$ cat src/hdl/isotp_mfr_pkg.sv
// Shared types and constants for the ISO-TP multi-frame reassembler.
// Used by isotp_mfr_ctrl, isotp_mfr_dp and the top level; no dependencies.
package isotp_mfr_pkg;

  localparam int unsigned BUFFER_BYTES_DEF = 256;

  localparam int unsigned LEN_W  = 12;
  localparam int unsigned ID_W   = 29;
  localparam int unsigned BYTE_W = 8;
  localparam int unsigned FRAME_BYTES = 8;

  // mode codes
  localparam logic [1:0] MODE_FIRST  = 2'd0;
  localparam logic [1:0] MODE_CONSEC = 2'd1;
  localparam logic [1:0] MODE_READ   = 2'd2;

  // result status codes
  localparam logic [1:0] ST_IGNORED   = 2'd0;
  localparam logic [1:0] ST_STARTED   = 2'd1;
  localparam logic [1:0] ST_CONTINUED = 2'd2;
  localparam logic [1:0] ST_COMPLETE  = 2'd3;

  // PCI high nibble values
  localparam logic [3:0] PCI_FIRST  = 4'h1;
  localparam logic [3:0] PCI_CONSEC = 4'h2;

  // most bytes of payload carried by a first frame
  localparam logic [2:0] FF_CHUNK_MAX = 3'd4;
  // first payload byte position inside each frame type
  localparam logic [2:0] FF_DATA_OFS = 3'd4;
  localparam logic [2:0] CF_DATA_OFS = 3'd1;

  typedef struct packed {
    logic load;     // latch the accepted item
    logic eval;     // decode it and update the session registers
    logic write;    // store one payload byte
    logic publish;  // move the result into the output register
  } ctrl_cmd_t;

  typedef struct packed {
    logic wr_done;  // all payload bytes of this item stored
  } dp_stat_t;

endpackage

$ cat src/hdl/isotp_mfr_ctrl.sv
// Sequencer for the ISO-TP reassembler: accept, decode, byte writes, publish.
// Depends on isotp_mfr_pkg; drives the datapath isotp_mfr_dp by command struct.
module isotp_mfr_ctrl (
  input  logic                    clk_i,
  input  logic                    rst_ni,
  input  logic                    in_valid_i,
  output logic                    in_stall_o,
  output logic                    out_valid_o,
  input  logic                    out_stall_i,
  output isotp_mfr_pkg::ctrl_cmd_t cmd_o,
  input  isotp_mfr_pkg::dp_stat_t  stat_i
);
  import isotp_mfr_pkg::*;

  localparam logic [1:0] S_IDLE   = 2'd0;
  localparam logic [1:0] S_EVAL   = 2'd1;
  localparam logic [1:0] S_WRITE  = 2'd2;
  localparam logic [1:0] S_FINISH = 2'd3;

  logic [1:0] state_q, state_d;
  logic       out_valid_q, out_valid_d;
  logic       out_free;

  assign out_free    = !out_valid_q || !out_stall_i;
  assign in_stall_o  = (state_q != S_IDLE);
  assign out_valid_o = out_valid_q;

  always_comb begin
    state_d     = state_q;
    out_valid_d = out_valid_q && out_stall_i;
    cmd_o       = '0;
    case (state_q)
      S_IDLE: begin
        if (in_valid_i) begin
          cmd_o.load = 1'b1;
          state_d    = S_EVAL;
        end
      end
      S_EVAL: begin
        cmd_o.eval = 1'b1;
        state_d    = S_WRITE;
      end
      S_WRITE: begin
        if (stat_i.wr_done) begin
          state_d = S_FINISH;
        end else begin
          cmd_o.write = 1'b1;
        end
      end
      S_FINISH: begin
        if (out_free) begin
          cmd_o.publish = 1'b1;
          out_valid_d   = 1'b1;
          state_d       = S_IDLE;
        end
      end
      default: begin
        state_d = S_IDLE;
      end
    endcase
  end

  always_ff @(posedge clk_i or negedge rst_ni) begin
    if (!rst_ni) begin
      state_q     <= S_IDLE;
      out_valid_q <= 1'b0;
    end else begin
      state_q     <= state_d;
      out_valid_q <= out_valid_d;
    end
  end

endmodule

$ cat src/hdl/isotp_mfr_dp.sv
// Datapath for the ISO-TP reassembler: frame latch, session registers,
// payload store and output register. Depends on isotp_mfr_pkg.
module isotp_mfr_dp #(
  parameter int unsigned BUFFER_BYTES = isotp_mfr_pkg::BUFFER_BYTES_DEF
) (
  input  logic                    clk_i,
  input  logic                    rst_ni,
  input  isotp_mfr_pkg::ctrl_cmd_t cmd_i,
  output isotp_mfr_pkg::dp_stat_t  stat_o,
  input  logic [1:0]              mode_i,
  input  logic [28:0]             source_id_i,
  input  logic [3:0]              data_length_i,
  input  logic [7:0]              frame_byte0_i,
  input  logic [7:0]              frame_byte1_i,
  input  logic [7:0]              frame_byte2_i,
  input  logic [7:0]              frame_byte3_i,
  input  logic [7:0]              frame_byte4_i,
  input  logic [7:0]              frame_byte5_i,
  input  logic [7:0]              frame_byte6_i,
  input  logic [7:0]              frame_byte7_i,
  input  logic [7:0]              read_index_i,
  output logic [1:0]              status_o,
  output logic [11:0]             message_length_o,
  output logic [7:0]              service_byte_o,
  output logic [7:0]              info_byte_o,
  output logic [11:0]             collected_count_o,
  output logic [7:0]              read_data_o
);
  import isotp_mfr_pkg::*;

  localparam int unsigned AW = $clog2(BUFFER_BYTES);

  // latched item
  logic [1:0]        mode_q;
  logic [ID_W-1:0]   src_q;
  logic [3:0]        dlen_q;
  logic [BYTE_W-1:0] fb_q [FRAME_BYTES];
  logic [7:0]        ridx_q;

  // session state
  logic              active_q;
  logic [LEN_W-1:0]  total_q;
  logic [BYTE_W-1:0] svc_q;
  logic [BYTE_W-1:0] info_q;
  logic [ID_W-1:0]   sender_q;
  logic [LEN_W-1:0]  count_q;
  logic [3:0]        seq_q;

  // per-item working registers
  logic [LEN_W-1:0]  base_q;
  logic [2:0]        chunk_q;
  logic [2:0]        k_q;
  logic [1:0]        st_q;
  logic              rd_sel_q;
  logic [BYTE_W-1:0] rd_q;

  logic [BYTE_W-1:0] mem_q [BUFFER_BYTES];

  // decode
  logic              ff_ok, cf_ok;
  logic [LEN_W-1:0]  tot_ff, plen_ff, plen_cf, remain, count_cf;
  logic [2:0]        chunk_ff, chunk_cf, avail;
  logic [3:0]        avail_raw;
  logic [LEN_W-1:0]  rd_pos, wr_pos;
  logic [2:0]        byte_sel;
  logic              wr_en;

  always_comb begin
    ff_ok = (mode_q == MODE_FIRST) && dlen_q[3] && (fb_q[0][7:4] == PCI_FIRST);
    cf_ok = (mode_q == MODE_CONSEC) && active_q && (src_q == sender_q) &&
            (dlen_q >= 4'd2) && (fb_q[0][7:4] == PCI_CONSEC) && (fb_q[0][3:0] == seq_q);

    tot_ff   = {fb_q[0][3:0], fb_q[1]};
    plen_ff  = (tot_ff > LEN_W'(2)) ? tot_ff - LEN_W'(2) : '0;
    chunk_ff = (plen_ff < LEN_W'(FF_CHUNK_MAX)) ? plen_ff[2:0] : FF_CHUNK_MAX;

    plen_cf   = (total_q > LEN_W'(2)) ? total_q - LEN_W'(2) : '0;
    remain    = (plen_cf > count_q) ? plen_cf - count_q : '0;
    avail_raw = dlen_q - 4'd1;
    avail     = avail_raw[3] ? 3'd7 : avail_raw[2:0];
    chunk_cf  = (remain < LEN_W'(avail)) ? remain[2:0] : avail;
    count_cf  = count_q + LEN_W'(chunk_cf);
  end

  assign stat_o.wr_done = (k_q == chunk_q);

  assign byte_sel = ((mode_q == MODE_FIRST) ? FF_DATA_OFS : CF_DATA_OFS) + k_q;
  assign wr_pos   = base_q + LEN_W'(k_q);
  assign wr_en    = cmd_i.write && (k_q != chunk_q) && (wr_pos < BUFFER_BYTES);
  assign rd_pos   = LEN_W'(ridx_q);

  // item latch and output payload
  always_ff @(posedge clk_i) begin
    if (cmd_i.load) begin
      mode_q  <= mode_i;
      src_q   <= source_id_i;
      dlen_q  <= data_length_i;
      fb_q[0] <= frame_byte0_i;
      fb_q[1] <= frame_byte1_i;
      fb_q[2] <= frame_byte2_i;
      fb_q[3] <= frame_byte3_i;
      fb_q[4] <= frame_byte4_i;
      fb_q[5] <= frame_byte5_i;
      fb_q[6] <= frame_byte6_i;
      fb_q[7] <= frame_byte7_i;
      ridx_q  <= read_index_i;
    end
    if (cmd_i.publish) begin
      status_o          <= st_q;
      message_length_o  <= total_q;
      service_byte_o    <= svc_q;
      info_byte_o       <= info_q;
      collected_count_o <= count_q;
      read_data_o       <= rd_sel_q ? rd_q : '0;
    end
  end

  // payload store: one write port, one registered read port
  always_ff @(posedge clk_i) begin
    if (wr_en) begin
      mem_q[wr_pos[AW-1:0]] <= fb_q[byte_sel];
    end
    if (cmd_i.eval) begin
      rd_q <= mem_q[rd_pos[AW-1:0]];
    end
  end

  // session registers and byte counter
  always_ff @(posedge clk_i or negedge rst_ni) begin
    if (!rst_ni) begin
      active_q <= 1'b0;
      total_q  <= '0;
      svc_q    <= '0;
      info_q   <= '0;
      sender_q <= '0;
      count_q  <= '0;
      seq_q    <= 4'd1;
      base_q   <= '0;
      chunk_q  <= '0;
      k_q      <= '0;
      st_q     <= ST_IGNORED;
      rd_sel_q <= 1'b0;
    end else begin
      if (cmd_i.eval) begin
        k_q      <= '0;
        rd_sel_q <= (mode_q == MODE_READ) && (rd_pos < BUFFER_BYTES);
        if (ff_ok) begin
          active_q <= 1'b1;
          total_q  <= tot_ff;
          svc_q    <= fb_q[2];
          info_q   <= fb_q[3];
          sender_q <= src_q;
          seq_q    <= 4'd1;
          base_q   <= '0;
          chunk_q  <= chunk_ff;
          count_q  <= LEN_W'(chunk_ff);
          st_q     <= (LEN_W'(chunk_ff) >= plen_ff) ? ST_COMPLETE : ST_STARTED;
        end else if (cf_ok) begin
          seq_q   <= seq_q + 4'd1;
          base_q  <= count_q;
          chunk_q <= chunk_cf;
          count_q <= count_cf;
          st_q    <= (count_cf >= plen_cf) ? ST_COMPLETE : ST_CONTINUED;
        end else begin
          chunk_q <= '0;
          st_q    <= ST_IGNORED;
        end
      end else if (cmd_i.write && (k_q != chunk_q)) begin
        k_q <= k_q + 3'd1;
      end
    end
  end

endmodule

$ cat src/hdl/isotp_multiframe_reassembler_unit.sv
// ISO-TP multi-frame reassembler, top level.
// Depends on isotp_mfr_pkg, isotp_mfr_ctrl and isotp_mfr_dp.
//
// Usage:
//   Input channel (in_valid_i / in_stall_o) carries one CAN frame item: a
//   first frame (mode 0), a consecutive frame (mode 1) or a read request for
//   one stored payload byte (mode 2). Output channel (out_valid_o /
//   out_stall_i) returns exactly one result item per input item, in order.
//   An item is taken at a rising edge with valid high and stall low.
// Timing:
//   One item is worked on at a time. After acceptance the sequencer decodes
//   the item, then writes the frame's payload bytes (0..7) into the store one
//   per cycle (write port of the payload memory), then sees the last write
//   done and publishes the result into the output register once it is free.
//   The next item is taken only after the sequencer is back in idle.
// Stalls:
//   The result sits in an output register, so the next item is accepted
//   while it waits. A further result is held back in the sequencer until the
//   output register is free, and in_stall_o stays high meanwhile.
// Reset:
//   rst_ni (asynchronous, active low) drops any session, sets the expected
//   sequence number to 1 and empties the output register. The payload store
//   is not cleared; positions never written read back undefined.
module isotp_multiframe_reassembler_unit #(
  parameter int unsigned BUFFER_BYTES = isotp_mfr_pkg::BUFFER_BYTES_DEF
) (
  input  logic        clk_i,
  input  logic        rst_ni,
  input  logic        in_valid_i,
  output logic        in_stall_o,
  input  logic [1:0]  mode_i,
  input  logic [28:0] source_id_i,
  input  logic [3:0]  data_length_i,
  input  logic [7:0]  frame_byte0_i,
  input  logic [7:0]  frame_byte1_i,
  input  logic [7:0]  frame_byte2_i,
  input  logic [7:0]  frame_byte3_i,
  input  logic [7:0]  frame_byte4_i,
  input  logic [7:0]  frame_byte5_i,
  input  logic [7:0]  frame_byte6_i,
  input  logic [7:0]  frame_byte7_i,
  input  logic [7:0]  read_index_i,
  output logic        out_valid_o,
  input  logic        out_stall_i,
  output logic [1:0]  status_o,
  output logic [11:0] message_length_o,
  output logic [7:0]  service_byte_o,
  output logic [7:0]  info_byte_o,
  output logic [11:0] collected_count_o,
  output logic [7:0]  read_data_o
);
  import isotp_mfr_pkg::*;

  ctrl_cmd_t cmd;
  dp_stat_t  stat;

  // sequencer: handshakes and per-item step order
  isotp_mfr_ctrl u_ctrl (
    .clk_i       (clk_i),
    .rst_ni      (rst_ni),
    .in_valid_i  (in_valid_i),
    .in_stall_o  (in_stall_o),
    .out_valid_o (out_valid_o),
    .out_stall_i (out_stall_i),
    .cmd_o       (cmd),
    .stat_i      (stat)
  );

  // session state, payload store and result register
  isotp_mfr_dp #(
    .BUFFER_BYTES (BUFFER_BYTES)
  ) u_dp (
    .clk_i             (clk_i),
    .rst_ni            (rst_ni),
    .cmd_i             (cmd),
    .stat_o            (stat),
    .mode_i            (mode_i),
    .source_id_i       (source_id_i),
    .data_length_i     (data_length_i),
    .frame_byte0_i     (frame_byte0_i),
    .frame_byte1_i     (frame_byte1_i),
    .frame_byte2_i     (frame_byte2_i),
    .frame_byte3_i     (frame_byte3_i),
    .frame_byte4_i     (frame_byte4_i),
    .frame_byte5_i     (frame_byte5_i),
    .frame_byte6_i     (frame_byte6_i),
    .frame_byte7_i     (frame_byte7_i),
    .read_index_i      (read_index_i),
    .status_o          (status_o),
    .message_length_o  (message_length_o),
    .service_byte_o    (service_byte_o),
    .info_byte_o       (info_byte_o),
    .collected_count_o (collected_count_o),
    .read_data_o       (read_data_o)
  );

endmodule

$ cat config.mk
export PLATFORM = sky130hd
export DESIGN_NAME = isotp_multiframe_reassembler_unit
export DESIGN_NICKNAME = d
export VERILOG_FILES = /design/src/hdl/isotp_mfr_pkg.sv /design/src/hdl/isotp_mfr_ctrl.sv /design/src/hdl/isotp_mfr_dp.sv /design/src/hdl/isotp_multiframe_reassembler_unit.sv
export SDC_FILE = /design/constraint.sdc
export NUM_CORES = 2
export LEC_CHECK = 0
export BUFFER_PORTS_ARGS = -buffer_cell sky130_fd_sc_hd__buf_4
export CAP_MARGIN = 20
export CORE_UTILIZATION = 30
export CTS_CLUSTER_SIZE = 25
export DETAILED_ROUTE_END_ITERATION = 8
export PLACE_DENSITY = 0.41
export SETUP_SLACK_MARGIN = 0.5
export SKIP_LAST_GASP = 1
export SLEW_MARGIN = 10
export SYNTH_ARGS = -nofsm -noshare
export SYNTH_HDL_FRONTEND = slang
export SYNTH_HIERARCHICAL = 1
export SYNTH_SLANG_ARGS = --single-unit
$ cat constraint.sdc
create_clock -name clk_i -period 14 [get_ports clk_i]
set_input_delay 2.1 -clock clk_i [delete_from_list [all_inputs] [get_ports clk_i]]
set_output_delay 2.1 -clock clk_i [all_outputs]
set_load 0.005 [all_outputs]
Word-level counts from Yosys, hierarchy flattened
Memory sizes are Yosys's and may differ from the RTL's. A register that Yosys moved wholly into a read port is not among the register bits.
Cells that the tools add are included.
W data, S select, Z words.
- logic and storage cells: 119
- register bits: 175
- memories kept: 2
- output and inout bits: 52
- memory bits (writable): 2112
- memory list (memory ; words ; bits a word ; read ports ; clocked after Yosys merged registers in ; wr ports ; RTL line ; RTL):
    u_dp.mem_q ; 256 ; 8 ; 1 ; 1 ; 1 ; isotp_mfr_dp.sv:57 ; logic [BYTE_W-1:0] mem_q [BUFFER_BYTES];
    u_dp.fb_q ; 8 ; 8 ; 5 ; 2 ; 8 ; isotp_mfr_dp.sv:37 ; logic [BYTE_W-1:0] fb_q [FRAME_BYTES];
- muxes and demuxes: 38
- equality and inequality tests: 14
- $add $sub $neg: 9
- order comparisons: 10
- reductions and logical operators: 24
- operator list (cell ; count):
    $mux W12 ; 7
    $eq A29 B29 Y1 ; 1
    $add A12 B3 Y12 ; 2
    $gt A12 B2 Y1 const B ; 2
    $mux W3 ; 8
    $sub A12 B2 Y12 const B ; 2
    $mux W1 ; 14
    $ge A12 B12 Y1 ; 1
    $ge A3 B12 Y1 ; 1
    $gt A12 B12 Y1 ; 1
    $lt A12 B3 Y1 ; 1
    $lt A12 B3 Y1 const B ; 1
    $lt A12 B9 Y1 const B ; 1
    $mux W2 ; 6
    $sub A12 B12 Y12 ; 1
    $logic_and A1 B1 Y1 ; 11
    $lt A8 B9 Y1 const B ; 1
    $mux W4 ; 2
    $pmux W2 S4 ; 1
    $eq A2 B2 Y1 const B ; 3
    $reduce_bool A2 Y1 ; 3
    $add A4 B1 Y4 const B ; 1
    $eq A2 B1 Y1 const B ; 2
    $eq A4 B1 Y1 const B ; 1
    15 further kinds ; 21

Depth between registers and ports, before layout
- depth in word-level cells: 11
- mapped depth: 36
- gate-level depth less buffers: 35

Hierarchy
The synthesis kept the hierarchy.
- modules (own cells, without submodules) (module ; sequential area each (µm²) ; area each (µm²) ; cells each ; times used):
    isotp_mfr_dp ; 68832.3 ; 90588.1 ; 4299 ; 1
    isotp_mfr_ctrl ; 75.1 ; 230.2 ; 20 ; 1

Least setup slack after synthesis
No wires, ideal clock.
- path kind: reg2reg
- start: register u_dp.total_q[6]
- end: register u_dp.st_q[0]
- cell stages (with the launch flop): 33
- clock period less this slack: 6.478 ns
- slack: 7.522 ns
- arrival time: 6.359 ns
- required time: 13.881 ns
- setup time: 0.119 ns
- cell sequence: dfrtp_1 or4_1 nor4_1 and3_1 clkbuf_1 or2_2 inv_1 ha_1 clkbuf_1 nand4_1 o41ai_1 nor2_1 ha_1 or3_1 o21ai_0 a21oi_1 nor2_1 mux2i_1 o21ai_0 ha_1 inv_1 fa_1 inv_1 a21oi_1 nor2_1 nand2_1 nor3_1 xnor2_1 ha_1 a211oi_1 nand2_1 a21oi_1 nor2_1
- longest elaborated chain between the ends: 11
- elaborated cells on any way between the ends: 13
- ends and longest elaborated chain (element ; RTL line ; RTL):
    from (decl) ; isotp_mfr_dp.sv:42 ; logic [LEN_W-1:0] total_q;
    from (signal assigned) ; isotp_mfr_dp.sv:149 ; total_q <= tot_ff;
    $sub A12 B2 Y12 or $gt A12 B2 Y1 (tied branches) ; isotp_mfr_dp.sv:77 ; plen_cf = (total_q > LEN_W'(2)) ? total_q - LEN_W'(2) : '0;
    $mux W12 (*) ; isotp_mfr_dp.sv:77 ;
    $sub A12 B12 Y12 or $gt A12 B12 Y1 (tied branches) ; isotp_mfr_dp.sv:78 ; remain = (plen_cf > count_q) ? plen_cf - count_q : '0;
    $mux W12 ; isotp_mfr_dp.sv:78 ;
    $lt A12 B3 Y1 ; isotp_mfr_dp.sv:81 ; chunk_cf = (remain < LEN_W'(avail)) ? remain[2:0] : avail;
    $mux W3 ; isotp_mfr_dp.sv:81 ;
    $add A12 B3 Y12 ; isotp_mfr_dp.sv:82 ; count_cf = count_q + LEN_W'(chunk_cf);
    $ge A12 B12 Y1 (*) ; isotp_mfr_dp.sv:163 ; st_q <= (count_cf >= plen_cf) ? ST_COMPLETE : ST_CONTINUED;
    $mux W1 (*) ; isotp_mfr_dp.sv:163 ;
    $mux W2 (*) ; isotp_mfr_dp.sv:158 ; end else if (cf_ok) begin
    $mux W2 (*) ; isotp_mfr_dp.sv:147 ; if (ff_ok) begin
    to (signal assigned) ; isotp_mfr_dp.sv:157 ; st_q <= (LEN_W'(chunk_ff) >= plen_ff) ? ST_COMPLETE : ST_STARTED;
    to (signal assigned) ; isotp_mfr_dp.sv:163 ;
    to (decl) ; isotp_mfr_dp.sv:53 ; logic [1:0] st_q;
Mark *: on every way between the ends. The rest lies on a longest branch, timed or not.
A chain may end at the register's enable or synchronous reset.

Worst setup path after layout
Same ends and word-level chain as after synthesis.

==> impl_metrics.json <==
{
  "outcome": "finished, final reports clean",
  "powerDensity_nw_per_um2": 197,
  "max-clock-path-buffers": 4,
  "die_w_um": 552,
  "clock-sinks": 2311,
  "synth_seq_area_share_pct": 75.9,
  "worstMarginPinSlew_ns": 1.09,
  "synth.largest_area_cell": "edfxtp_1",
  "worstPathArrival_ns": 8.02,
  "vias": 43504,
  "setup_viol": 0,
  "drtPass1Iterations": 7,
  "min_path_type": "reg -> reg",
  "endpoint_kind": "register",
  "vias_per_cell": 4.95,
  "synth_edf_count": 2213,
  "maxSlewViolCount": 0,
  "post_cts_buffers": 0,
  "cts_resized": 0,
  "ys.warnings.count": 6,
  "die_area_um2": 305000,
  "synth.avg_cell_area_um2": 21.0,
  "rsz0062_at_grt": "no",
  "cts_tree": "yes",
  "reg2reg_slack_ns": 6.69,
  "grt.overflow.total": 0,
  "fill_cells": 27880,
  "synth_nets": 4479,
  "htreeDepth": 5,
  "synthCells": 4319,
  "setup_tns_ns": 0,
  "start_util_pct": 30.2,
  "final_net_count": 4774,
  "timing.final.hold_violations": 0,
  "syn-cell-area_um2": 90800,
  "grt_start_max_net_pins": 153,
  "place_area_um2": 96900,
  "fin_crit_ns": 7.31,
  "skew_ns": 0.0543,
  "ir_drop_mv": 0.294,
  "leakage_uw": 0.0334,
  "fin_area_um2": 105000,
  "antenna_found_initial": 26,
  "io_buffers": 162,
  "synth_cell_type_count": 67,
  "cp_slowest_cell": "or4_1",
  "core_um2": 301000,
  "cp_max_fo": 12,
  "totalWireLength_um": 254000,
  "worstPathRequired_ns": 14.70,
  "grt_pass1_wl_um": 360000,
  "area_growth_pct": 15.9,
  "critPathLaunchType": "register",
  "dpl.hpwl_um": 153000,
  "io-pin-count": 163,
  "async_flop_share_pct": 4.24,
  "clk_latency_ns": 0.85,
  "cpPeakStageDelay_ns": 0.62,
  "drive_gt1_share_pct": 27.3,
  "drt_iter0_drc": 3623,
  "synth_top_area_share_pct": 73.2,
  "reg2regPathDepth": 34,
  "ant_nets": 0,
  "synth-main-ff-cell": "edfxtp_1",
  "cp-startpoint": "u_dp/total_q[6]",
  "clockRootBuffer": "clkbuf_16",
  "clk_pin_slew_ns": 0.06,
  "r2r_start": "u_dp/total_q[6]",
  "rr_endpoint": "u_dp/st_q[0]",
  "clock.fmax_mhz": 137,
  "cts_inserted_buffers": 272,
  "grt_usage_pct": 16.5,
  "ctsHoldBuffers": 0,
  "fin_util_pct": 35.0,
  "period_share_pct": 52.2,
  "drc": 0,
  "synth.area.top_cells": "edfxtp_1 (73%), mux4_2 (16%), dfrtp_1 (2.7%), nor2_1 (1.3%), nand2_1 (0.98%)",
  "grt_pass1_vias": 45440,
  "gp_congestion": 0.786,
  "wl_per_cell_um": 29.0,
  "slew_headroom_pct": 27.2,
  "worstSetupPathType": "reg -> reg",
  "synth-seq-cells": 2311,
  "dieHeight_um": 552,
  "rows": 201,
  "maxCapViolCount": 0,
  "timing.critical_path.to": "u_dp/st_q[0]"
}
## registers in the layout, indices dropped and copies added, names as in the netlist, 4 cells and up
signal,flops
u_dp/base_q,12
u_dp/collected_count_o,12
u_dp/count_q,12
u_dp/dlen_q,4
u_dp/fb_q,64
u_dp/info_byte_o,8
u_dp/info_q,8
u_dp/mem_q,2048
u_dp/message_length_o,12
u_dp/rd_q,8
u_dp/read_data_o,8
u_dp/ridx_q,8
u_dp/sender_q,29
u_dp/seq_q,4
u_dp/service_byte_o,8
u_dp/src_q,29
u_dp/svc_q,8
u_dp/total_q,12
## worst min-delay path by stage
stage / from / end / slack (ns) / cells after the start
floorplan: u_dp/info_q[0] / u_dp/info_byte_o[0] / 0.42 / 0
global placement: u_dp/svc_q[2] / u_dp/service_byte_o[2] / 0.43 / 0
detailed placement: u_dp/svc_q[4] / u_dp/service_byte_o[4] / 0.44 / 0
CTS: u_dp/svc_q[5] / u_dp/service_byte_o[5] / 0.45 / 0
global route: u_dp/svc_q[5] / u_dp/service_byte_o[5] / 0.45 / 0
finish: u_dp/svc_q[7] / u_dp/service_byte_o[7] / 0.45 / 0
## final cells by class
class	count	area (um2)	share of cell area (%)
flip-flops and latches	2311	68900	65.5
multi-input cells	1736	21000	20.0
clock buffers	348	7230	6.87
well taps	3958	4950	4.70
repair buffers	242	1940	1.84
clock inverters	132	1020	0.965
inverters	51	191	0.182
diodes	7	17.5	0.0166
## metal layers
| metal | vias up | part of all wire (%) | GRT usage (%) |
|---|---|---|---|
| met4 | 18 | 2.1 | 3.65 |
| met2 | 1047 | 47 | 26.3 |
| met5 | - | 0.050 | 0 |
| met1 | 23713 | 46 | 23.5 |
| li1 | 18402 | - | - |
| met3 | 324 | 4.8 | 2.90 |
## through the flow
stage	hold WS [ns]	power (uW)	std cells	setup WS [ns]
floorplan	0.425	12300	4319	7.52
global placement	0.432	14300	8292	6.35
detailed placement	0.439	14400	8292	6.41
CTS	0.449	21100	8772	6.37
global route	0.455	21600	8779	6.13
finish	0.451	20700	8785	6.69
## layout by cell type (no fill, tap or decap), types with 10 or more instances in the layout
cell       Yosys  final
clkinv_2       0     34
nand2_2       12     24
o22ai_1       58     58
buf_4          0    232
mux4_2       656    656
a22oi_1       11     11
nand2b_1      15     15
inv_1         51     51
nor4_1        31     30
o21ai_0       38     38
clkinv_1       0     66
ha_1          46     45
dfrtp_1       97     97
nand3_1       46     42
xor2_1        50     50
a21o_1        10     10
nor2_1       310    310
clkbuf_16      0    276
bufinv_16      0     11
clkbuf_1     118     67
nor3_1        16     16
or2_2         14     14
xnor2_1       30     29
a21oi_1       29     29
edfxtp_1    2213   2213
nand2_1      237    224
## where the power goes
group	switching, uW	leakage, uW	internal (uW)	total, uW
combinational	3330	0.00811	1310	4640
clock	2810	0.00403	3860	6670
sequential	117	0.0213	9320	9440
total	6250	0.0334	14500	20700
## cells by family after synthesis
kind of cell	after synthesis	synth area share [%]
flip-flops	2311	75.9
AND/OR/NAND/NOR	746	3.64
multiplexers	670	16.4
buffers and inverters	272	1.23
AO/OA/AOI/OAI	191	1.35
XOR/XNOR	80	0.772
adder cells (fa/ha/maj)	49	0.700
## synthesized netlist by cell type, drive strengths merged (14+ instances only)
cell type,number
nand2b,15
edfxtp,2213
mux4,656
inv,51
ha,46
clkbuf,119
buf,102
a21oi,29
nand2,249
o21ai,38
nand3,46
nor3,16
nor2,314
dfrtp,97
xor2,50
xnor2,30
nor4,32
or2,14
o22ai,58
## critical path, delay by kind of cell (launching register included)
family,cells,cell delay (ns)
fa+ha+maj,5,1.49
compound gates,10,1.31
simple gates,13,3.25
flops,1,0.43
mux,1,0.09
buf+inv,4,0.46
xor+xnor,1,0.19
Note: power is estimated with default switching activity, not from simulation.
